==> src/hdl/mme_pkg.sv <==
// ----------------------------------------------------------------------------
// mme_pkg
// Shared types, command codes, message constants and the GM program tables
// of the MIDI message encoder.
// ----------------------------------------------------------------------------
package mme_pkg;

   localparam int IDX_W = 4;

   // command codes
   localparam logic [3:0] CMD_NOTE_OFF   = 4'd0;
   localparam logic [3:0] CMD_NOTE_ON    = 4'd1;
   localparam logic [3:0] CMD_POLY_AT    = 4'd2;
   localparam logic [3:0] CMD_CTRL       = 4'd3;
   localparam logic [3:0] CMD_PROGRAM    = 4'd4;
   localparam logic [3:0] CMD_CHAN_AT    = 4'd5;
   localparam logic [3:0] CMD_BEND       = 4'd6;
   localparam logic [3:0] CMD_GM_PROGRAM = 4'd7;
   localparam logic [3:0] CMD_VOLUME     = 4'd8;
   localparam logic [3:0] CMD_MASTER_VOL = 4'd9;
   localparam logic [3:0] CMD_ALL_OFF    = 4'd10;

   // status nibbles
   localparam logic [3:0] ST_NOTE_OFF = 4'h8;
   localparam logic [3:0] ST_NOTE_ON  = 4'h9;
   localparam logic [3:0] ST_POLY_AT  = 4'hA;
   localparam logic [3:0] ST_CTRL     = 4'hB;
   localparam logic [3:0] ST_PROGRAM  = 4'hC;
   localparam logic [3:0] ST_CHAN_AT  = 4'hD;
   localparam logic [3:0] ST_BEND     = 4'hE;

   // system exclusive and controller bytes
   localparam logic [7:0] SX_START    = 8'hF0;
   localparam logic [7:0] SX_END      = 8'hF7;
   localparam logic [7:0] SX_MAKER    = 8'h43;
   localparam logic [7:0] SX_NODE     = 8'h75;
   localparam logic [3:0] SX_DEV_HI   = 4'h1;
   localparam logic [7:0] SX_NODE_A   = 8'h10;
   localparam logic [7:0] SX_NODE_B   = 8'h24;
   localparam logic [7:0] SX_BANK_A   = 8'h15;
   localparam logic [7:0] SX_BANK_B   = 8'h04;
   localparam logic [7:0] CC_SUSTAIN  = 8'h40;
   localparam logic [7:0] CC_NOTES    = 8'h7B;
   localparam logic [7:0] CC_SOUND    = 8'h78;

   localparam logic [6:0] VOLUME_RESET = 7'd127;

   localparam logic [2:0] GM_BANK [128] = '{
      3'd5,3'd2,3'd2,3'd2,3'd2,3'd5,3'd2,3'd2, 3'd3,3'd3,3'd3,3'd2,3'd2,3'd4,3'd3,3'd5,
      3'd2,3'd2,3'd4,3'd5,3'd2,3'd2,3'd3,3'd5, 3'd4,3'd4,3'd4,3'd4,3'd4,3'd4,3'd4,3'd4,
      3'd2,3'd2,3'd2,3'd4,3'd4,3'd6,3'd3,3'd3, 3'd4,3'd4,3'd4,3'd3,3'd5,3'd3,3'd3,3'd3,
      3'd2,3'd2,3'd5,3'd5,3'd5,3'd5,3'd5,3'd5, 3'd2,3'd2,3'd2,3'd3,3'd2,3'd5,3'd5,3'd5,
      3'd5,3'd5,3'd5,3'd5,3'd2,3'd4,3'd2,3'd2, 3'd3,3'd2,3'd3,3'd3,3'd5,3'd5,3'd5,3'd5,
      3'd2,3'd2,3'd3,3'd3,3'd3,3'd5,3'd4,3'd4, 3'd3,3'd2,3'd2,3'd5,3'd3,3'd6,3'd6,3'd6,
      3'd6,3'd6,3'd6,3'd3,3'd5,3'd6,3'd6,3'd5, 3'd4,3'd4,3'd4,3'd4,3'd5,3'd5,3'd4,3'd5,
      3'd4,3'd5,3'd3,3'd5,3'd5,3'd3,3'd5,3'd2, 3'd3,3'd3,3'd3,3'd5,3'd5,3'd2,3'd3,3'd3
   };

   localparam logic [5:0] GM_VOICE [128] = '{
      6'd0,6'd1,6'd2,6'd3,6'd4,6'd3,6'd13,6'd14, 6'd11,6'd13,6'd12,6'd16,6'd17,6'd11,6'd14,6'd12,
      6'd8,6'd9,6'd3,6'd6,6'd11,6'd12,6'd24,6'd9, 6'd19,6'd20,6'd21,6'd22,6'd23,6'd24,6'd24,6'd20,
      6'd36,6'd40,6'd41,6'd28,6'd27,6'd28,6'd36,6'd37, 6'd41,6'd42,6'd43,6'd34,6'd34,6'd35,6'd10,6'd15,
      6'd32,6'd33,6'd36,6'd37,6'd40,6'd38,6'd39,6'd41, 6'd26,6'd27,6'd28,6'd28,6'd25,6'd30,6'd31,6'd32,
      6'd24,6'd25,6'd26,6'd27,6'd22,6'd32,6'd24,6'd23, 6'd20,6'd21,6'd23,6'd22,6'd20,6'd21,6'd19,6'd20,
      6'd42,6'd43,6'd40,6'd41,6'd42,6'd38,6'd44,6'd45, 6'd45,6'd35,6'd44,6'd40,6'd46,6'd44,6'd43,6'd45,
      6'd42,6'd43,6'd44,6'd46,6'd44,6'd46,6'd47,6'd45, 6'd16,6'd17,6'd15,6'd14,6'd13,6'd23,6'd41,6'd21,
      6'd12,6'd15,6'd16,6'd16,6'd17,6'd19,6'd18,6'd19, 6'd47,6'd47,6'd47,6'd47,6'd46,6'd20,6'd47,6'd47
   };

   typedef struct packed {
      logic [3:0] cmd;
      logic [3:0] channel;
      logic [7:0] data1;
      logic [7:0] data2;
   } req_payload_type;

   typedef struct packed {
      logic [7:0] midi_byte;
      logic       last_byte;
      logic [7:0] volume_readback;
   } rsp_payload_type;

   typedef struct packed {
      logic             fire;
      logic [IDX_W-1:0] idx;
      logic             last;
   } step_type;

   function automatic logic [IDX_W-1:0] msg_length(input logic [3:0] cmd,
                                                   input logic [7:0] data1);
      logic [IDX_W-1:0] len;
      case (cmd)
         CMD_NOTE_OFF, CMD_NOTE_ON, CMD_POLY_AT, CMD_CTRL, CMD_BEND: len = 4'd3;
         CMD_PROGRAM, CMD_CHAN_AT:                               len = 4'd2;
         CMD_GM_PROGRAM:                  len = data1[7] ? 4'd0 : 4'd9;
         CMD_VOLUME, CMD_MASTER_VOL:      len = 4'd8;
         CMD_ALL_OFF:                     len = 4'd9;
         default:                         len = 4'd0;
      endcase
      return len;
   endfunction

endpackage

==> src/hdl/midi_message_encoder.sv <==
// ----------------------------------------------------------------------------
// midi_message_encoder
// Turns one command item into its MIDI byte sequence, one byte per transfer.
// ----------------------------------------------------------------------------
//  channel  direction  ports
//  req      in         req_valid, req_ready, req_payload (cmd, channel, data1, data2)
//  rsp      out        rsp_valid, rsp_ready, rsp_payload (midi_byte, last_byte,
//                      volume_readback)
//  csr      in         csr_write_enable, csr_write_data (node_number)
//
//  an item is accepted, then the byte sequencer steps the shared byte unit
//  once per cycle through each message byte (0 to 9) while the output is free
//  req_ready is low while a message is being sent
//  the output register lets the next item be accepted while the final byte
//  waits; rsp_ready low holds the sequencer on the current byte
//  synchronous reset: node number 0, card volume 127, no message pending
// ----------------------------------------------------------------------------
module midi_message_encoder import mme_pkg::*; (
   input  logic            clock,
   input  logic            reset,
   input  logic            req_valid,
   output logic            req_ready,
   input  req_payload_type req_payload,
   output logic            rsp_valid,
   input  logic            rsp_ready,
   output rsp_payload_type rsp_payload,
   input  logic            csr_write_enable,
   input  logic [3:0]      csr_write_data
);

   req_payload_type  item_ff, item_in;
   logic [6:0]       volume_ff, volume_in;
   logic [3:0]       node_ff, node_in;
   logic             rsp_valid_ff, rsp_valid_in;
   rsp_payload_type  rsp_payload_ff, rsp_payload_in;
   logic             req_fire;
   logic             out_free;
   step_type         step;
   logic [7:0]       byte_val;

   assign req_fire = req_valid && req_ready;
   assign out_free = !rsp_valid_ff || rsp_ready;

   mme_seq u_seq (
      .clock    (clock),
      .reset    (reset),
      .req_fire (req_fire),
      .req_len  (msg_length(req_payload.cmd, req_payload.data1)),
      .out_free (out_free),
      .ready    (req_ready),
      .step     (step)
   );

   mme_byte_unit u_byte (
      .item        (item_ff),
      .idx         (step.idx),
      .node_number (node_ff),
      .level       (volume_ff),
      .midi_byte   (byte_val)
   );

   always_comb begin
      item_in   = req_fire ? req_payload : item_ff;
      node_in   = csr_write_enable ? csr_write_data : node_ff;
      volume_in = volume_ff;
      if (req_fire && req_payload.cmd == CMD_VOLUME) begin
         volume_in = req_payload.data1[7:1];
      end else if (req_fire && req_payload.cmd == CMD_MASTER_VOL) begin
         volume_in = req_payload.data1[7] ? 7'd127 : req_payload.data1[6:0];
      end
      rsp_valid_in   = rsp_valid_ff && !rsp_ready;
      rsp_payload_in = rsp_payload_ff;
      if (step.fire) begin
         rsp_valid_in                   = 1'b1;
         rsp_payload_in.midi_byte       = byte_val;
         rsp_payload_in.last_byte       = step.last;
         rsp_payload_in.volume_readback = {volume_ff, 1'b0};
      end
   end

   always_ff @(posedge clock) begin
      if (reset) begin
         volume_ff    <= VOLUME_RESET;
         node_ff      <= '0;
         rsp_valid_ff <= 1'b0;
      end else begin
         volume_ff    <= volume_in;
         node_ff      <= node_in;
         rsp_valid_ff <= rsp_valid_in;
      end
   end

   always_ff @(posedge clock) begin
      item_ff        <= item_in;
      rsp_payload_ff <= rsp_payload_in;
   end

   assign rsp_valid   = rsp_valid_ff;
   assign rsp_payload = rsp_payload_ff;

endmodule

==> src/hdl/mme_seq.sv <==
// ----------------------------------------------------------------------------
// mme_seq
// Byte sequencer: walks the byte index of one message, one step per free
// output slot, and holds off new items until the message is done.
// ----------------------------------------------------------------------------
module mme_seq import mme_pkg::*; (
   input  logic             clock,
   input  logic             reset,
   input  logic             req_fire,
   input  logic [IDX_W-1:0] req_len,
   input  logic             out_free,
   output logic             ready,
   output step_type         step
);

   typedef enum logic [1:0] {
      SEQ_IDLE = 2'b01,
      SEQ_RUN  = 2'b10
   } seq_state_type;

   seq_state_type    state_ff, state_in;
   logic [IDX_W-1:0] idx_ff, idx_in;
   logic [IDX_W-1:0] len_ff, len_in;
   logic             last;

   assign ready = (state_ff == SEQ_IDLE);
   assign last  = (idx_ff == len_ff - 4'd1);

   always_comb begin
      state_in  = state_ff;
      idx_in    = idx_ff;
      len_in    = len_ff;
      step.fire = 1'b0;
      step.idx  = idx_ff;
      step.last = last;
      case (state_ff)
         SEQ_IDLE: begin
            if (req_fire && req_len != '0) begin
               state_in = SEQ_RUN;
               idx_in   = '0;
               len_in   = req_len;
            end
         end
         SEQ_RUN: begin
            if (out_free) begin
               step.fire = 1'b1;
               idx_in    = idx_ff + 4'd1;
               if (last) begin
                  state_in = SEQ_IDLE;
               end
            end
         end
         default: begin
            state_in = SEQ_IDLE;
         end
      endcase
   end

   always_ff @(posedge clock) begin
      if (reset) begin
         state_ff <= SEQ_IDLE;
         idx_ff   <= '0;
         len_ff   <= '0;
      end else begin
         state_ff <= state_in;
         idx_ff   <= idx_in;
         len_ff   <= len_in;
      end
   end

endmodule

==> src/hdl/mme_byte_unit.sv <==
// ----------------------------------------------------------------------------
// mme_byte_unit
// Shared byte generator: forms the message byte at a given index for the
// held command, including the GM bank and voice lookup.
// ----------------------------------------------------------------------------
module mme_byte_unit import mme_pkg::*; (
   input  req_payload_type  item,
   input  logic [IDX_W-1:0] idx,
   input  logic [3:0]       node_number,
   input  logic [6:0]       level,
   output logic [7:0]       midi_byte
);

   logic [7:0] key;
   logic [7:0] vel;
   logic [3:0] ch;
   logic [7:0] sx_dev;
   logic [7:0] ctrl_status;

   assign key         = {1'b0, item.data1[6:0]};
   assign vel         = {1'b0, item.data2[6:0]};
   assign ch          = item.channel;
   assign sx_dev      = {SX_DEV_HI, ch};
   assign ctrl_status = {ST_CTRL, ch};

   always_comb begin
      midi_byte = '0;
      case (item.cmd)
         CMD_NOTE_OFF, CMD_NOTE_ON, CMD_POLY_AT, CMD_CTRL, CMD_BEND: begin
            case (idx)
               4'd0: begin
                  case (item.cmd)
                     CMD_NOTE_OFF: midi_byte = {ST_NOTE_OFF, ch};
                     CMD_NOTE_ON:  midi_byte = (vel == '0) ? {ST_NOTE_OFF, ch}
                                                           : {ST_NOTE_ON, ch};
                     CMD_POLY_AT:  midi_byte = {ST_POLY_AT, ch};
                     CMD_CTRL:     midi_byte = ctrl_status;
                     default:      midi_byte = {ST_BEND, ch};
                  endcase
               end
               4'd1:    midi_byte = key;
               default: midi_byte = vel;
            endcase
         end
         CMD_PROGRAM, CMD_CHAN_AT: begin
            if (idx == '0) begin
               midi_byte = (item.cmd == CMD_PROGRAM) ? {ST_PROGRAM, ch} : {ST_CHAN_AT, ch};
            end else begin
               midi_byte = key;
            end
         end
         CMD_GM_PROGRAM: begin
            case (idx)
               4'd0:    midi_byte = SX_START;
               4'd1:    midi_byte = SX_MAKER;
               4'd2:    midi_byte = sx_dev;
               4'd3:    midi_byte = SX_BANK_A;
               4'd4:    midi_byte = SX_BANK_B;
               4'd5:    midi_byte = {5'd0, GM_BANK[item.data1[6:0]]};
               4'd6:    midi_byte = SX_END;
               4'd7:    midi_byte = {ST_PROGRAM, ch};
               default: midi_byte = {2'd0, GM_VOICE[item.data1[6:0]]};
            endcase
         end
         CMD_VOLUME, CMD_MASTER_VOL: begin
            case (idx)
               4'd0:    midi_byte = SX_START;
               4'd1:    midi_byte = SX_MAKER;
               4'd2:    midi_byte = SX_NODE;
               4'd3:    midi_byte = {4'd0, node_number};
               4'd4:    midi_byte = SX_NODE_A;
               4'd5:    midi_byte = SX_NODE_B;
               4'd6:    midi_byte = {1'b0, level};
               default: midi_byte = SX_END;
            endcase
         end
         CMD_ALL_OFF: begin
            case (idx)
               4'd0, 4'd3, 4'd6: midi_byte = ctrl_status;
               4'd1:             midi_byte = CC_SUSTAIN;
               4'd4:             midi_byte = CC_NOTES;
               4'd7:             midi_byte = CC_SOUND;
               default:          midi_byte = 8'h00;
            endcase
         end
         default: begin
            midi_byte = '0;
         end
      endcase
   end

endmodule

==> config.mk <==
export PLATFORM = sky130hd
export DESIGN_NAME = midi_message_encoder
export DESIGN_NICKNAME = d
export VERILOG_FILES = /design/src/hdl/mme_pkg.sv /design/src/hdl/midi_message_encoder.sv /design/src/hdl/mme_seq.sv /design/src/hdl/mme_byte_unit.sv
export SDC_FILE = /design/constraint.sdc
export NUM_CORES = 1
export LEC_CHECK = 0
export ABC_AREA = 1
export BUFFER_PORTS_ARGS = -buffer_cell sky130_fd_sc_hd__buf_2
export CAP_MARGIN = 20
export CELL_PAD_IN_SITES_DETAIL_PLACEMENT = 0
export CELL_PAD_IN_SITES_GLOBAL_PLACEMENT = 1
export CORE_MARGIN = 5
export CORE_UTILIZATION = 43
export DETAILED_ROUTE_END_ITERATION = 7
export GPL_TIMING_DRIVEN = 0
export PLACE_DENSITY = 0.82
export SLEW_MARGIN = 25
export SYNTH_ARGS = -nofsm -noshare
export SYNTH_HDL_FRONTEND = slang
export SYNTH_SLANG_ARGS = --single-unit
==> constraint.sdc <==
create_clock -name clock -period 3 [get_ports clock]
set_clock_uncertainty 0.1 [all_clocks]
set_input_delay 0.6 -clock clock [delete_from_list [all_inputs] [get_ports clock]]
set_output_delay 0.6 -clock clock [all_outputs]
set_load 0.02 [all_outputs]
# Yosys cells after proc, flatten, opt, wreduce, memory -nomap -nowiden

Memories as Yosys holds them, arrays and structs flattened.
Index checks and enable logic that the tools add are counted.

Input port bits: 33
Memories: 2
Word-level logic and storage cells: 105
Flip-flop bits (word level): 60
Bits in read-only memories: 1,152

Memory list:

| name             | depth | bits a word | read ports | clocked after memory_dff | write ports | RTL line            | text |
|---|---|---|---|---|---|---|---|
| (name not given) | 128   | 6           | 1          | 0                        | 0           | mme_byte_unit.sv:62 | `default: midi_byte = {2'd0, GM_VOICE[item.data1[6:0]]};` |
| (name not given) | 128   | 3           | 1          | 0                        | 0           | mme_byte_unit.sv:59 | `4'd5: midi_byte = {5'd0, GM_BANK[item.data1[6:0]]};` |

Add/sub/neg operators: 2
Eq/ne operators: 33
Muxes and demuxes: 28
Bitwise logic cells: 1
Reductions and logical operators: 25
$lt $le $gt $ge: 1

Operators by type and width:

| operator             | count |
|---|---|
| $pmux W8 S4          | 2 |
| $pmux W8 S8          | 1 |
| $pmux W8 S7          | 1 |
| $eq A4 B3 Y1 const B | 12 |
| $pmux W8 S5          | 1 |
| $eq A4 B2 Y1 const B | 6 |
| $eq A4 B4 Y1 const B | 6 |
| $mux W7              | 3 |
| $pmux W4 S5          | 1 |
| $pmux W8 S2          | 1 |
| $eq A4 B1 Y1 const B | 3 |
| $logic_not A4 Y1     | 3 |
| $mux W4              | 3 |
| $mux W6              | 2 |
| $mux W5              | 2 |
| $reduce_or A5 Y1     | 2 |
| $ge A8 B8 Y1 const B | 1 |
| $logic_not A8 Y1     | 1 |
| $mux W8              | 1 |
| $not A7 Y8           | 1 |
| $pmux W4 S2          | 1 |
| $reduce_or A2 Y1     | 4 |
| $mux W2              | 3 |
| $mux W3              | 2 |
| 17 further kinds     | 27 |

# Depth between registers and ports, before layout

Gate-level depths: netlist (run 1).

Word-level depth: 7
Gate-level depth with buffers: 16

# Hierarchy

From an unflattened synthesis (run 1), not the netlist that was laid out.

Cell total of the unflattened synthesis: 755
Area total of the unflattened synthesis: 5,006.1 µm²

By module, submodules not included:

| module               | instances | cells each | area each (µm²) |
|---|---|---|---|
| mme_byte_unit        | 1         | 525        | 2,572.5 |
| midi_message_encoder | 1         | 142        | 1,849.3 |
| mme_seq              | 1         | 88         | 584.3 |

# Worst setup path after synthesis (run 1)

OpenSTA, ideal clock, no wires.

Path kind: register to register
From: reg u_seq.state_ff[1]
To: reg volume_ff[0]
Library setup time: 63 ps
Clock period less this slack: 2,220 ps
Path slack: 780 ps
Path buffers: 0
Data required time: 2,837 ps
Data arrival time: 2,057 ps
Stages on the path, launching flop included: 9
Cell sequence: dfxtp_1 > inv_1 > ha_1 > nand2_1 > inv_1 > nand3_1 > inv_1 > o221ai_1 > nand3_1

Cells in the longest elaborated chain, start to end: 4

Ends and longest elaborated chain:

| element                                              | RTL line                                               | text |
|---|---|---|
| start, declared                                      | mme_seq.sv:21                                          | `seq_state_type state_ff, state_in;` |
| start signal, assigned                               | mme_seq.sv:65                                          | `state_ff <= state_in;` |
| $eq A2 B1 Y1 (*)                                     | mme_seq.sv:26                                          | `assign ready = (state_ff == SEQ_IDLE);` |
| via req_ready                                        | midi_message_encoder.sv:22                             | `output logic req_ready,` |
| $logic_and A1 B1 Y1 (*)                              | midi_message_encoder.sv:41                             | `assign req_fire = req_valid && req_ready;` |
| via req_fire                                         | midi_message_encoder.sv:36                             | `logic req_fire;` |
| $logic_and A1 B1 Y1, on equally long branches        | midi_message_encoder.sv:66, midi_message_encoder.sv:68 |  |
| $mux W7 / $reduce_bool A2 Y1 (equally long branches) | -                                                      |  |
| end signal, assigned                                 | midi_message_encoder.sv:87                             | `volume_ff <= volume_in;` |
| end, declared                                        | midi_message_encoder.sv:32                             | `logic [6:0] volume_ff, volume_in;` |

Mark *: on every way through the listed nets, which the timed path passes. The rest lies on a longest branch.
A chain may end at the register's enable or synchronous reset.

# Worst setup path in the final report (run 1)

From: reg item_ff[8] (netlist name)
To: reg rsp_payload_ff, in the netlist rsp_payload[9] (data pin)

Cells in the longest elaborated chain, start to end: 6

Ends and longest elaborated chain:

| element                                                                       | RTL line                                 | text |
|---|---|---|
| start, declared                                                               | midi_message_encoder.sv:31               | `req_payload_type item_ff, item_in;` |
| start signal, assigned                                                        | midi_message_encoder.sv:94               | `item_ff <= item_in;` |
| $not A7 Y8 (not written as such)                                              | mme_byte_unit.sv:59, mme_byte_unit.sv:62 |  |
| $mem_v2 Z128 W6 / $mem_v2 Z128 W3 (equally long branches)                     | -                                        |  |
| $mux W6 (not written as such) / $mux W3 (equally long branches) (2 in series) | mme_byte_unit.sv:62, mme_byte_unit.sv:59 |  |
| $pmux W8 S8                                                                   | mme_byte_unit.sv:53                      | `case (idx)` |
| $pmux W8 S5 (*)                                                               | mme_byte_unit.sv:28                      | `case (item.cmd)` |
| via byte_val[0]                                                               | midi_message_encoder.sv:39               | `logic [7:0] byte_val;` |
| end signal, assigned                                                          | midi_message_encoder.sv:95               | `rsp_payload_ff <= rsp_payload_in;` |
| end, declared                                                                 | midi_message_encoder.sv:35               | `rsp_payload_type rsp_payload_ff, rsp_payload_in;` |

Mark *: on every way through the listed nets, which the timed path passes. The rest lies on a longest branch. The select of a mux whose other input is x is not followed.

==> results of run 1 <==
## through the flow
stage | TNS, ns | hold slack [ns] | total power (uW)
4_1_cts | 0 | 0.313 | 4010
3_3_place_gp | -0.205 | 0.370 | 3170
2_1_floorplan | 0 | 0.331 | 2600
6_report | 0 | 0.330 | 4040
3_5_place_dp | -0.0424 | 0.385 | 3180
5_1_grt | 0 | 0.312 | 4360
## power groups by stage
stage	Sequential (uW)	Combinational, uW	Clock [uW]
3_5_place_dp	1180	2000	0
6_report	1150	2070	826
4_1_cts	1150	2020	841
3_3_place_gp	1180	2000	0
5_1_grt	1160	2310	885
2_1_floorplan	1160	1440	0
## layer usage
metal / up-vias / share of wire, %
li1: 2429 / -
met4: 0 / 4.1
met2: 296 / 45
met5: - / 0
met3: 61 / 9.7
met1: 2345 / 42
## worst paths after layout
path	from	to	slack, ns	depth (start not counted)
worst max register to register	item_ff[8]	rsp_payload[9]	0.25	15
worst min-delay path	req_payload[19]	item_ff[19]	0.33	1
worst max-delay path	item_ff[8]	rsp_payload[9]	0.25	15
worst min register to register	u_seq.len_ff[1]	u_seq.len_ff[1]	0.39	2
## critical path, cell delays in order, from the launching register on
cell and delay [ns]:
edfxtp_1 0.62, inv_1 0.25, ha_1 0.39, inv_1 0.06
nand2_1 0.11, nand2_1 0.20, nand2_1 0.12, nand2_1 0.06
nand2_1 0.06, nand2_1 0.05, nand2_1 0.11, nand2_1 0.05
nand2_1 0.08, nand2_1 0.05, nand3_1 0.10, nand2_1 0.07
## cells in the mapped netlist, drive strengths merged
| library cell | number |
|---|---|
| a211oi | 3 |
| a21boi | 1 |
| a21oi | 42 |
| a22o | 1 |
| a31oi | 3 |
| a41oi | 1 |
| buf | 18 |
| clkbuf | 8 |
| clkinv | 1 |
| conb | 1 |
| dfxtp | 21 |
| edfxtp | 38 |
| ha | 22 |
| inv | 60 |
| nand2 | 232 |
| nand3 | 81 |
| nand3b | 1 |
| nand4 | 11 |
| nor2 | 62 |
| nor3 | 3 |
| nor4 | 2 |
| o2111ai | 2 |
| o211ai | 8 |
| o21a | 2 |
| o21ai | 52 |
| o221ai | 6 |
| o22ai | 1 |
| xnor2 | 2 |
| xor2 | 2 |
## logic make-up (layout without fill, tap and decap cells)
family / Yosys count / count (layout) / synth area share, %
AO/OA/AOI/OAI: 122 / 122 / 15.0
XOR/XNOR: 4 / 4 / 0.752
adder cells (fa/ha/maj): 22 / 22 / 5.91
buffers and inverters: 87 / 153 / 8.51
flip-flops: 59 / 59 / 33.5
other: 1 / 1 / 0.0805
AND/OR/NAND/NOR: 392 / 392 / 36.2
## state kept, by name (all words and copies together), names as in the netlist
name            flops
volume_ff           7
u_seq.len_ff        3
u_seq.idx_ff        4
node_ff             4
rsp_payload        16
u_seq.state_ff      2
rsp_valid           1
item_ff            22
## final cells by class
type | instances | area (um2)
Buffer | 26 | 165
Clock buffer | 11 | 151
Clock inverter | 5 | 75.1
Fill cell | 1181 | 5420
Inverter | 61 | 231
Multi-Input combinational cell | 541 | 2710
Sequential cell | 59 | 1560
Tap cell | 140 | 175
Timing Repair Buffer | 50 | 259
==> metrics, run 1 <==
initial antenna violation count 0; Die Area 13000 um2; met2 Use GR 39.0%; Rel. slew slack 33.9%; total grt overflow 0; fin nets approximately 800; H-tree levels 3; element type at the critical path start flop; worst path arrival time between 2 and 3 ns; WL final roughly 16 mm; Tot GR Track Use 25.5%; TritonCTS clock tree yes; post-synth top area cell edfxtp_1; clock latency on the worst-skew pair 0.34 ns; Global Route met3 Usage 5.34%; Inserted Clock Buffers 9; max-slew violation count 0; status complete, no violations; Wirelength per Cell 18.0 um; CTS Sinks slightly below 60; transition time of the tightest slew-check pin 0.990 ns; fin cells just under 900; Post-CTS Hold Buffers 0; Fin. Hold Viols 0; Peak VDD IR roughly 390 uV; IO Pins 52; power density cells 759 nW/um2; Initial Util 43.4%; Internal 2200 uW; synth top area cells edfxtp_1 24%, nand2_1 18%, dfxtp_1 9.0%, nand3_1 8.6%, ha_1 5.9%; die width 114 um; Die Y 114 um; unrepaired setup endpoints after global routing no; Post-CTS Repair Setup Buffers 1; commonest non-fill, non-tap cell in the layout nand2_1; First-pass DRT Iterations 6; pre-CTS WS -0.0424 ns; synthesized area 4660 um2; cts repair resizes 0; final worst-path setup slack 0.252 ns; maxcap violations 0; layout cells sized above 1 15.3%; fmax 364 MHz; number of diodes 0; FP Rows 38; Syn Inst Count a little under 700; routed vias around 5100; Post-DP HPWL 12.3 mm; placed cells 876; Non-Filler Cell Area, Final 5330 um2; fin crit share 91.6%; largest net degree at the start of global routing 26; Starting DRT DRC Count 557; Avg Inst Size Synth 6.78 um2; number of global-route vias before repair 4848; Residual DRC 0; Layout Utilization 49.6%; hold crit path type input pin to flop; post-route ant nets 0; P_sw 1850 uW; sw frac 45.7%; Comb power frac 51.2%; clock share of power about a fifth; CP Capture Type flop; Vias/cell 5.75; Placement Cell Area between 5000 and 6000 um2; RD Place Congestion 1.00; CP Class flop to flop; maximum fanout along the worst path 8; LEAKAGE about 0.0025 uW; synthesis-to-layout area growth 14.3%; Req. time, crit path 2.99 ns; clock root buffer clkbuf_8; GR peak layer met2; Sequential Power Share 28.4%; Final setup viols 0; CTS clk-pin slew, worst paths ~0.07 ns; Core Area 10700 um2; register area share after synthesis around 34%; CTS Buffer Depth 2; grt met1 use 34.3%; Netlist cell types 43; post-layout min period 2.75 ns; YS warnings 0; #FFs+latches synth 59; first-pass GRT wire length 25.8 mm; Mapped Nets 742; PortBufs 48; Synth top area share 24.5%; most frequent cells in the layout 226 x nand2_1, 80 x nand3_1, 55 x nor2_1
No activity file was read; power rests on OpenSTA's default activity.
==> run 2: changes to the inputs <==
ABC_AREA = not set   (was 1)
CORE_UTILIZATION = 45   (was 43)
HOLD_SLACK_MARGIN = 0.03   (was not set)
==> metrics, run 2 <==
WL final 17.2 mm (+7.0%); post-layout min period 2.90 ns (+0.155 ns); worst path arrival time 2.89 ns (+0.15 ns); synth top area cells edfxtp_1 24%, dfxtp_1 8.9%, ha_1 5.8%, nor2_1 4.9%, a21oi_1 4.2%; Tot GR Track Use 27.1% (+1.6 points); Netlist cell types 76 (+77%); Main synth FF type edfxtp_1; maximum fanout along the worst path 10 (+2); max-slew violation count 0 (unchanged); register area share after synthesis 33.0% (-0.48 points); Starting DRT DRC Count 570 (+2.3%); Syn Inst Count 571 (-17%); CP Capture Type flop; RD Place Congestion 0.996 (-0.64%); First-pass DRT Iterations 6 (unchanged); maxcap violations 0 (unchanged); Total Power 3490 uW (-14%); power density cells 645 nW/um2 (-15%); Die Y 113 um (-1.4%); final worst-path setup slack 0.0967 ns (-0.155 ns); fin crit share 96.8% (+5.2 points); Fin. Hold Viols 0 (unchanged); Vias/cell 6.67 (+16%); Hold WS 0.330 ns (+0.000647 ns); most common library cells after synthesis 62 x nor2_1, 48 x nand2_1, 40 x a21oi_1, 38 x edfxtp_1, 31 x o21ai_0; die width 113 um (-1.4%); IO Pins 52 (unchanged); status complete, no violations; Final setup viols 0 (unchanged); unrepaired setup endpoints after global routing no; post-route ant nets 0 (unchanged); #FFs+latches synth 59 (unchanged); Largest register FFs 22 (unchanged); pre-CTS WS -0.895 ns (-0.853 ns); LEAKAGE 0.00208 uW (-16%); Global Route met3 Usage 9.87% (+4.5 points); number of global-route vias before repair 4769 (-1.6%); Wirelength per Cell 22.2 um (+24%); Reg with most FFs item_ff; transition time of the tightest slew-check pin 0.927 ns (-0.0628 ns); number of diodes 0 (unchanged); most frequent cells in the layout 62 x buf_2, 61 x nor2_1, 47 x nand2_1; FP Rows 37 (-2.6%); Residual DRC 0 (unchanged); initial antenna violation count 0 (unchanged); fin nets 687 (-14%); CTS clk-pin slew, worst paths 0.07 ns (about the same); clock latency on the worst-skew pair 0.35 ns (about the same); synthesized area 4730 um2 (+1.4%); PortBufs 48 (unchanged); hold crit path type input pin to flop; layout cells sized above 1 17.0% (+1.7 points); FFs w/ async S/R, synth 0% (unchanged); fmax 344 MHz (-5.4%); Req. time, crit path 2.99 ns (about the same); Inserted Clock Buffers 9 (unchanged); YS warnings 0 (unchanged); H-tree levels 3 (unchanged); CTS Buffer Depth 2 (unchanged); CTS Sinks 59 (unchanged); clock root buffer clkbuf_8; Die Area 12700 um2 (-2.8%); GR peak layer met1; largest net degree at the start of global routing 26 (unchanged); grt met1 use 39.3% (+5.0 points); Synth top area share 24.1% (-0.35 points); CP Class flop to flop; TritonCTS clock tree yes; post-synth top area cell edfxtp_1; routed vias 5156 (+0.49%); commonest non-fill, non-tap cell in the layout buf_2; total grt overflow 0 (unchanged); EDFF count, synth 38 (unchanged); element type at the critical path start flop; Core Area 10300 um2 (-4.4%); synthesis-to-layout area growth 14.6%; Peak VDD IR 528 uV (+35%); Rel. slew slack 37.7% (+3.8 points); Initial Util 46.0% (+2.6 points); Post-DP HPWL 12.8 mm (+3.9%); setup TNS 0 ns (unchanged); Avg Inst Size Synth 8.28 um2 (+22%); first-pass GRT wire length 26.8 mm (+3.8%); Mapped Nets 626 (-16%); met2 Use GR 36.8% (-2.2 points); most numerous cell in the Yosys netlist nor2_1
## run 2: layout make-up
class	instances	area, um2
inverter	23	86.3
multi-input combinational	446	2900
sequential	59	1560
buffer	42	198
fill	1035	4860
clock inverter	5	63.8
clock buffer	11	174
tap	136	170
timing repair buffer	51	263
## run 2: cell families after synthesis
group           share of synthesized area (%)
buf+inv                                  6.01
fa+ha+maj                                5.82
xor+xnor                                0.556
simple gates                             20.7
compound gates                           31.4
mux                                      2.41
flops                                    33.0
other cells                            0.0793
## run 2: where the power goes
part	total (uW)	switching [uW]	internal [uW]	leakage (uW)
Clock	849	359	490	0.000116
Combinational	1540	1020	526	0.00145
Sequential	1100	87.4	1010	0.000516
Total	3490	1460	2030	0.00208
## run 2: worst paths after layout
kind              startpoint               to  slack (ns)  cells after the start
min reg2reg  u_seq.len_ff[3]  u_seq.len_ff[3]        0.37                      2
max reg2reg       item_ff[9]   rsp_payload[9]         0.1                      9
max               item_ff[9]   rsp_payload[9]         0.1                      9
min          req_payload[19]      item_ff[19]        0.33                      1
## run 2: per-stage QoR
| stage | utilization (%) | std cells | area [um2] |
|---|---|---|---|
| after floorplan | - | 571 | 4730 |
| after global placement | 50.0 | 755 | 5140 |
| after detailed placement | 50.0 | 755 | 5140 |
| after CTS | 52.6 | 773 | 5400 |
| after global routing | 52.7 | 773 | 5420 |
| final | 52.7 | 773 | 5420 |
## run 2: worst max-delay path, cell delays in order, from the launching register on
cell and delay (ns):
edfxtp_1 0.39, clkbuf_4 0.23, inv_2 0.15, ha_2 0.37, or2_1 0.31, a21oi_1 0.17
a211oi_1 0.08, o32ai_2 0.32, o221ai_1 0.21, a31o_1 0.31
## run 2: timing repair
item | 4_1_cts | 5_1_grt
setup buffers | 3 | 0
resized for setup | 3 | 5
pin swaps | 0 | 1
cloned | 0 | 0
hold buffers | 0 | 0
setup endpoints to repair | 5 | 3
## run 2: routing by layer
| metal | part of all wire (%) | vias up |
|---|---|---|
| met5 | 0 | - |
| met4 | 3.0 | 0 |
| met3 | 15 | 56 |
| met2 | 40 | 385 |
| met1 | 42 | 2412 |
| li1 | - | 2303 |
==> run 3: changes to the inputs <==
CORE_UTILIZATION = 46   (was 45)
SYNTH_HIERARCHICAL = 1   (was not set)
==> metrics, run 3 <==
status complete, but fails checks; failing checks negative setup slack; First-pass DRT Iterations 5 (-1); fin nets 682 (-0.73%); power density cells 435 nW/um2 (-32%); Residual DRC 0 (unchanged); transition time of the tightest slew-check pin 0.977 ns (+0.0496 ns); CTS Sinks 60 (+1.7%); routed vias 5099 (-1.1%); Initial Util 47.4% (+1.4 points); clock root buffer clkbuf_8; layout cells sized above 1 21.7% (+4.7 points); Syn Inst Count 567 (-0.70%); synthesis-to-layout area growth 13.3%; number of global-route vias before repair 4847 (+1.6%); Post-CTS Hold Buffers 0 (unchanged); CP Capture Type flop; Layout Utilization 53.7% (+1.0 points); FP Rows 37 (unchanged); LEAKAGE 0.00212 uW (+1.8%); die width 113 um (+0.79%); fin cells 773 (unchanged); Core Area 10400 um2 (+0.90%); maxcap violations 0 (unchanged); final worst-path setup slack -0.0207 ns (-0.117 ns); most frequent cells in the layout 70 x buf_2, 45 x a21oi_1, 39 x nor2_1, 39 x nand2_1, 38 x edfxtp_1; unrepaired setup endpoints after global routing yes; Req. time, crit path 3.00 ns (about the same); IO Pins 52 (unchanged); Inserted Clock Buffers 9 (unchanged); hold crit path type input pin to flop; post-route ant nets 0 (unchanged); RD Place Congestion 1.03 (+3.4%); CP Class flop to flop; Wirelength per Cell 22.9 um (+3.3%); Vias/cell 6.60 (-1.1%); Total Power 2430 uW (-31%); largest net degree at the start of global routing 33 (+27%); Reg with most FFs item_ff; fin crit share 101% (+3.9 points); first-pass GRT wire length 27.4 mm (+2.3%); TritonCTS clock tree yes; Tot GR Track Use 27.5% (+0.46 points); Rel. slew slack 34.9% (-2.8 points); PortBufs 48 (unchanged); max-slew violation count 0 (unchanged); synthesized area 4920 um2 (+4.0%); total grt overflow 0 (unchanged); post-layout min period 3.02 ns (+0.117 ns); Final setup viols 1 (+1); H-tree levels 3 (unchanged); Fin. Hold Viols 0 (unchanged); commonest non-fill, non-tap cell in the layout buf_2; fmax 331 MHz (-3.9%); Post-DP HPWL 13.0 mm (+1.2%); Avg Inst Size Synth 8.67 um2 (+4.7%); maximum fanout along the worst path 13 (+3); pre-CTS WS -0.187 ns (+0.709 ns); clock latency on the worst-skew pair 0.36 ns (about the same); YS warnings 6 (+6); WL final 17.7 mm (+3.3%); CTS Buffer Depth 2 (unchanged); placed cells 753 (-0.26%); element type at the critical path start flop; worst path arrival time 3.02 ns (+0.13 ns); CTS clk-pin slew, worst paths 0.08 ns (about the same); Die Y 113 um (+0.79%); initial antenna violation count 0 (unchanged); Peak VDD IR 426 uV (-19%); Die Area 12900 um2 (+1.6%); Hold WS 0.324 ns (-0.00669 ns); Starting DRT DRC Count 669 (+17%); Largest register FFs 22 (unchanged); number of diodes 0 (unchanged)
## run 3: worst paths after layout
| kind | depth (start not counted) | to | startpoint | slack, ns |
|---|---|---|---|---|
| setup / recovery | 11 | rsp_payload[11] | item_ff[10] | -0.02 |
| hold reg to reg | 1 | u_seq/len_ff[1] | u_seq/len_ff[1] | 0.40 |
| setup reg to reg | 11 | rsp_payload[11] | item_ff[10] | -0.02 |
| hold / removal | 1 | item_ff[3] | req_payload[3] | 0.32 |
## run 3: per-stage QoR
step | setup TNS, ns | area [um2]
6_report | -0.0207 | 5570
2_1_floorplan | 0 | 4920
3_5_place_dp | -0.552 | 5340
4_1_cts | 0 | 5550
5_1_grt | -0.0775 | 5570
3_3_place_gp | -0.926 | 5340
## run 3: per-layer routing
| metal | vias up | wire length [um] | track usage (%) |
|---|---|---|---|
| li1 | 2304 | - | - |
| met1 | 2337 | 7490 | 39.3 |
| met2 | 402 | 7150 | 38.0 |
| met3 | 56 | 2540 | 10.2 |
| met4 | 0 | 564 | 9.46 |
| met5 | - | 0 | 1.57 |
## run 3: where the power goes
group	total (uW)	internal, uW	switching (uW)	leakage, uW
sequential	965	931	34.2	0.000529
combinational	725	263	462	0.00149
clock	736	387	349	0.0000958
## run 3: final cells by class
| class | count | area [um2] |
|---|---|---|
| Fill cell | 981 | 4800 |
| Multi-Input combinational cell | 441 | 2980 |
| Sequential cell | 60 | 1580 |
| Buffer | 49 | 298 |
| Timing Repair Buffer | 52 | 270 |
| Tap cell | 136 | 170 |
| Clock buffer | 9 | 124 |
| Clock inverter | 7 | 76.3 |
| Inverter | 19 | 71.3 |
## run 3: timing repair
item | 4_1_cts | 5_1_grt
setup endpoints to repair | 4 | 4
resized for setup | 1 | 3
setup buffers | 1 | 3
## run 3: worst max-delay path, cell delays in order (launching register included)
cell	delay (ns)
edfxtp_1	0.49
buf_6	0.19
buf_6	0.15
inv_2	0.08
buf_4	0.21
ha_2	0.25
o21ai_0	0.37
o31ai_1	0.16
a21oi_1	0.18
a31oi_1	0.14
a32oi_1	0.31
o21ai_1	0.13
